$ cat src/rtl/rgbaob_pkg.sv
`timescale 1ns / 1ps
`default_nettype none
// shared types and constants of the rgba over-blend core
// no dependencies

package rgbaob_pkg;

    localparam int CH_W = 16;

    // pixel size codes held in the pixel_bytes register
    localparam logic [3:0] PB_8BIT  = 4'd4;
    localparam logic [3:0] PB_16BIT = 4'd8;
    localparam logic [3:0] PB_RESET = PB_8BIT;

    // register index, taken from byte address bit 2
    localparam logic REG_PIXEL_BYTES = 1'b0;

    // channel full scale and its square for both modes
    localparam logic [CH_W-1:0] FULL_8  = 16'h00FF;
    localparam logic [CH_W-1:0] FULL_16 = 16'hFFFF;
    localparam logic [31:0]     SQ_8    = 32'h0000_FE01;
    localparam logic [31:0]     SQ_16   = 32'hFFFE_0001;

    typedef struct packed {
        logic wide;   // 16-bit channels
        logic err;    // unsupported pixel size
    } t_mode;

endpackage

`default_nettype wire

$ cat src/rtl/rgbaob_cfg.sv
`timescale 1ns / 1ps
`default_nettype none
// apb-style register port holding pixel_bytes, decoded into a mode struct
// depends on rgbaob_pkg

module rgbaob_cfg import rgbaob_pkg::*; (
    input  wire logic        i_clk,
    input  wire logic        i_rst_n,
    input  wire logic        psel,
    input  wire logic        penable,
    input  wire logic        pwrite,
    input  wire logic [2:0]  paddr,
    input  wire logic [31:0] pwdata,
    output logic      [31:0] prdata,
    output logic             pready,
    output t_mode            o_mode
);

    logic [3:0] r_pixel_bytes;
    logic       w_wr;

    assign pready = 1'b1;
    assign w_wr   = psel && penable && pwrite && (paddr[2] == REG_PIXEL_BYTES);

    always_ff @(posedge i_clk) begin
        if (!i_rst_n) begin
            r_pixel_bytes <= PB_RESET;
        end else if (w_wr) begin
            r_pixel_bytes <= pwdata[3:0];
        end
    end

    always_comb begin
        prdata = 32'd0;
        if (paddr[2] == REG_PIXEL_BYTES) begin
            prdata = {28'd0, r_pixel_bytes};
        end
    end

    assign o_mode.wide = (r_pixel_bytes == PB_16BIT);
    assign o_mode.err  = (r_pixel_bytes != PB_8BIT) && (r_pixel_bytes != PB_16BIT);

endmodule

`default_nettype wire

$ cat config.mk
export PLATFORM = sky130hd
export DESIGN_NAME = rgbaob_cfg
export DESIGN_NICKNAME = d
export VERILOG_FILES = /design/src/rtl/rgbaob_pkg.sv /design/src/rtl/rgbaob_cfg.sv
export SDC_FILE = /design/constraint.sdc
export NUM_CORES = 1
export LEC_CHECK = 0
export BUFFER_PORTS_ARGS = -buffer_cell sky130_fd_sc_hd__buf_2
export CAP_MARGIN = 40
export CORE_ASPECT_RATIO = 0.8
export CORE_MARGIN = 3
export CORE_UTILIZATION = 27
export CTS_CLUSTER_DIAMETER = 100
export CTS_CLUSTER_SIZE = 28
export DETAILED_ROUTE_END_ITERATION = 10
export PLACE_DENSITY = 0.75
export SETUP_SLACK_MARGIN = 0.3
export SLEW_MARGIN = 0
export SYNTH_ARGS = -nofsm -noshare
export SYNTH_HDL_FRONTEND = slang
export SYNTH_SLANG_ARGS = --single-unit
$ cat constraint.sdc
create_clock -name i_clk -period 1 [get_ports i_clk]
set_input_delay 0.05 -clock i_clk [delete_from_list [all_inputs] [get_ports i_clk]]
set_output_delay 0.05 -clock i_clk [all_outputs]
set_load 0.005 [all_outputs]
## Word-level counts from Yosys, hierarchy flattened

Index checks and enable logic that the tools add are counted.

- Bits in registers: 4
- Bits in latches: 0
- RAM bits: 0
- Bits in read-only memories: 0
- Input bits: 40
- Output and inout bits: 35
- Word-level logic and storage cells: 10
- Memories kept: 0

- $add $sub $neg: 0
- Multiply operators: 0
- Div/mod/pow operators: 0
- Magnitude comparators: 0
- Equality and inequality tests: 3
- Shifts and indexed selects: 0
- Multiplexer cells: 1
- Bitwise gates (word level): 1
- Reductions and logical operators: 4

Operators by type and width:

| kind | number |
|---|---|
| $eq A4 B4 Y1 const B | 1 |
| $logic_and A1 B1 Y1 | 4 |
| $mux W4 | 1 |
| $ne A4 B3 Y1 const B | 1 |
| $ne A4 B4 Y1 const B | 1 |
| $not A1 Y1 | 1 |

## Longest topological paths before layout

- Depth after elaboration: 3
- Depth in mapped cells: 3
- Gate-level depth less buffers: 2

## Least setup slack after synthesis

No wires, ideal clock.

- Kind: reg-to-output
- Start: reg r_pixel_bytes[2]
- End: out o_mode[0] in the netlist's numbering
- Data arrival time: 0.738 ns
- Required time: 0.950 ns
- Path slack: 0.212 ns
- Cell stages (with the launch flop): 3
- Buffers on the path: 0
- Cells stage by stage: dfxtp_1 xnor2_1 or3_1

RTL lines:

| item | RTL line | text |
|---|---|---|
| start, declared | rgbaob_cfg.sv:19 | `logic [3:0] r_pixel_bytes;` |
| start signal, assigned | rgbaob_cfg.sv:29 | `r_pixel_bytes <= pwdata[3:0];` |
| end, declared | rgbaob_cfg.sv:16 | `output t_mode o_mode` |

==> metrics <==
status finished with violations; failing checks setup timing; largest area contributor in the netlist buf_4; biggest regs r_pixel_bytes x4; Leak 0.286 nW; fmax 0.874 GHz; clk sinks 4; Syn Area/Cell 8.22 um2; Initial Util 0.310; Vias 306; Final Hold Viols 0; sequential power share 0.372; drt via density 3.22; vias in the first global route 236; first-pass GRT wire length 959 um; Port-buffer cells 15; top cell type's share of synthesized area 0.473; Seq/Total Area, Yosys 0.174; Routed Antenna Nets 0; nets 116; final core occ 0.337; commonest non-fill, non-tap cell in the layout conb_1; die width 52.2 um; R2R cell count 4; largest family of logic cells by synthesized area buffers and inverters; Core Area 1490 um2; Net Sw Frac 0.257; fin crit share 1.14; CP Capture Type output port; post-DR wirelength/cell 8.39 um; max reg flops 4; CTS Buffer Depth 2; share of layout cells above drive strength 1 0.405; Post-Syn Instances 56; CP required 0.95 ns; Root Buffer clkbuf_4; area grow syn2layout 8.70%; Comb pwr share 0.188; Max-Cap Viols 0; peak supply drop 0.266 mV; Worst-Skew Late Latency 0.23 ns; Synth Area in XOR/XNOR 0.0190; die area 2240 um2; CTS buffer count 3; worst min path class in -> reg; 1st-iter DRT viols 6; initial antenna violation count 0; Initial DRT Pass Iterations 2; Worst Setup SP r_pixel_bytes[2]$_SDFFE_PN1P_; WHS Path Cells 3; P_sw 0.000116 W; pwr/cell area 905 nW/um2; Post-Synth Simple-Gate Area 0.207; Die H 42.9 um; Finish-stage setup viols 3; placer congestion estimate 0.728; clock transition at the registers of the reported paths 0.04 ns; internal power 0.000336 W; hpwl dp 672 um; kind of critical path reg -> out; placed instance area 434 um2; adder-cell area share of the yosys netlist 0; multiplexer share of the synthesized area 0.0870; largest net degree at the start of global routing 9; RSZ-0062 raised after global routing yes; row count 12; hold endpoint r_pixel_bytes[0]$_SDFFE_PN0P_; hold buffers post-CTS 0; post-synthesis sequential element count 4; routed wire length 797 um; fin. max-slew vios 0; minimum clock period 1.14 ns; Critical R2R Launch r_pixel_bytes[0]$_SDFFE_PN0P_; compound-gate portion of the synthesized area 0; most frequent cells in the layout conb_1 (29), buf_2 (14), nand2_1 (5); Worst EP arrival 1.09 ns; Critical Path Start Type register; # H-tree levels 1; # IOs 75; Min-Delay Startpoint pwdata[0]; unique cell type count in the Yosys netlist 12; synthesized cell area 460 um2; clock skew 0 ns; number of diodes 0; worst r2r dst r_pixel_bytes[0]$_SDFFE_PN0P_; design area 500 um2; Crit Path Max Fanout 4; GRT Resource Usage Total 0.0630; final worst setup slack -0.144 ns; Post-route DRC 0; R2R Setup Slk 0.24 ns; Synthesis Warnings 0; TritonCTS clock tree yes; GRT overflow 0; PnR Total Power 0.000453 W; register with the most flip-flops r_pixel_bytes; synth top area cells buf_4 (47%), dfxtp_1 (17%), mux2i_1 (8.7%), and2b_2 (7.6%), nand2_1 (4.9%); clock network fraction of design power 0.440
==> repair_timing <==
action | in CTS | in global routing
hold endpoints to repair | 0 | 0
setup endpoints to repair | 6 | 7
gates cloned | 0 | 0
gates resized for setup | 4 | 4
setup buffers | 1 | 2
==> worst max-delay path, cell delays in order, from the launching register on <==
cell and delay (ns):
dfxtp_2 0.33, xnor2_1 0.11, or3_1 0.29, buf_2 0.13
==> synth_stat cells, drive strengths merged <==
library cell and number:
nand2 6, dfxtp 4, buf 30, or3 1, nor2b 2, mux2i 4, xnor2 1, and4b 1
nor4b 1, conb 2, and2b 4
==> worst max-delay path by stage <==
stage           endpoint  slack, ns  cells after the start
6_report       o_mode[0]      -0.14                      3
5_1_grt        o_mode[0]      -0.19                      3
3_5_place_dp   o_mode[0]       0.09                      3
4_1_cts        o_mode[0]      -0.15                      3
2_1_floorplan  o_mode[0]       0.21                      2
3_3_place_gp   o_mode[0]       0.09                      3
==> cell type report <==
cell class	count	area [um2]
timing repair buffer	18	111
tap	21	26.3
clock buffer	3	22.5
sequential	4	85.1
multi-input combinational	49	255
fill	165	986
==> stage by stage <==
step / hold slack [ns] / setup WS, ns / cells / setup TNS, ns
6_report: 0.0676 / -0.144 / 95 / -0.268
2_1_floorplan: 0.192 / 0.212 / 83 / 0
3_3_place_gp: 0.304 / 0.0907 / 89 / 0
4_1_cts: 0.0632 / -0.153 / 93 / -0.258
5_1_grt: 0.0744 / -0.188 / 95 / -0.373
3_5_place_dp: 0.319 / 0.0894 / 89 / 0
==> logic make-up (layout without fill, tap and decap cells) <==
kind of cell           Yosys count  in the layout
AND/OR/NAND/NOR                 15             15
buffers and inverters           30             21
XOR/XNOR                         1              1
multiplexers                     4              4
other                            2             29
flip-flops                       4              4
==> power groups by stage <==
stage          registers, W  logic (W)  clock network (W)
2_1_floorplan      0.000169   0.000129                  0
3_3_place_gp       0.000170  0.0000725                  0
3_5_place_dp       0.000170  0.0000738                  0
4_1_cts            0.000168  0.0000753           0.000211
5_1_grt            0.000168  0.0000977           0.000221
6_report           0.000168  0.0000851           0.000199
==> metal layers <==
layer,part of all wire,routed length [um],vias to the layer above,GRT usage
li1,-,-,153,-
met1,0.32,256,132,0.0521
met2,0.53,426,21,0.0977
met3,0.14,114,0,0.0316
met4,0,0,0,0.0765
met5,0,0,-,0
(Power assumes the default switching activity.)
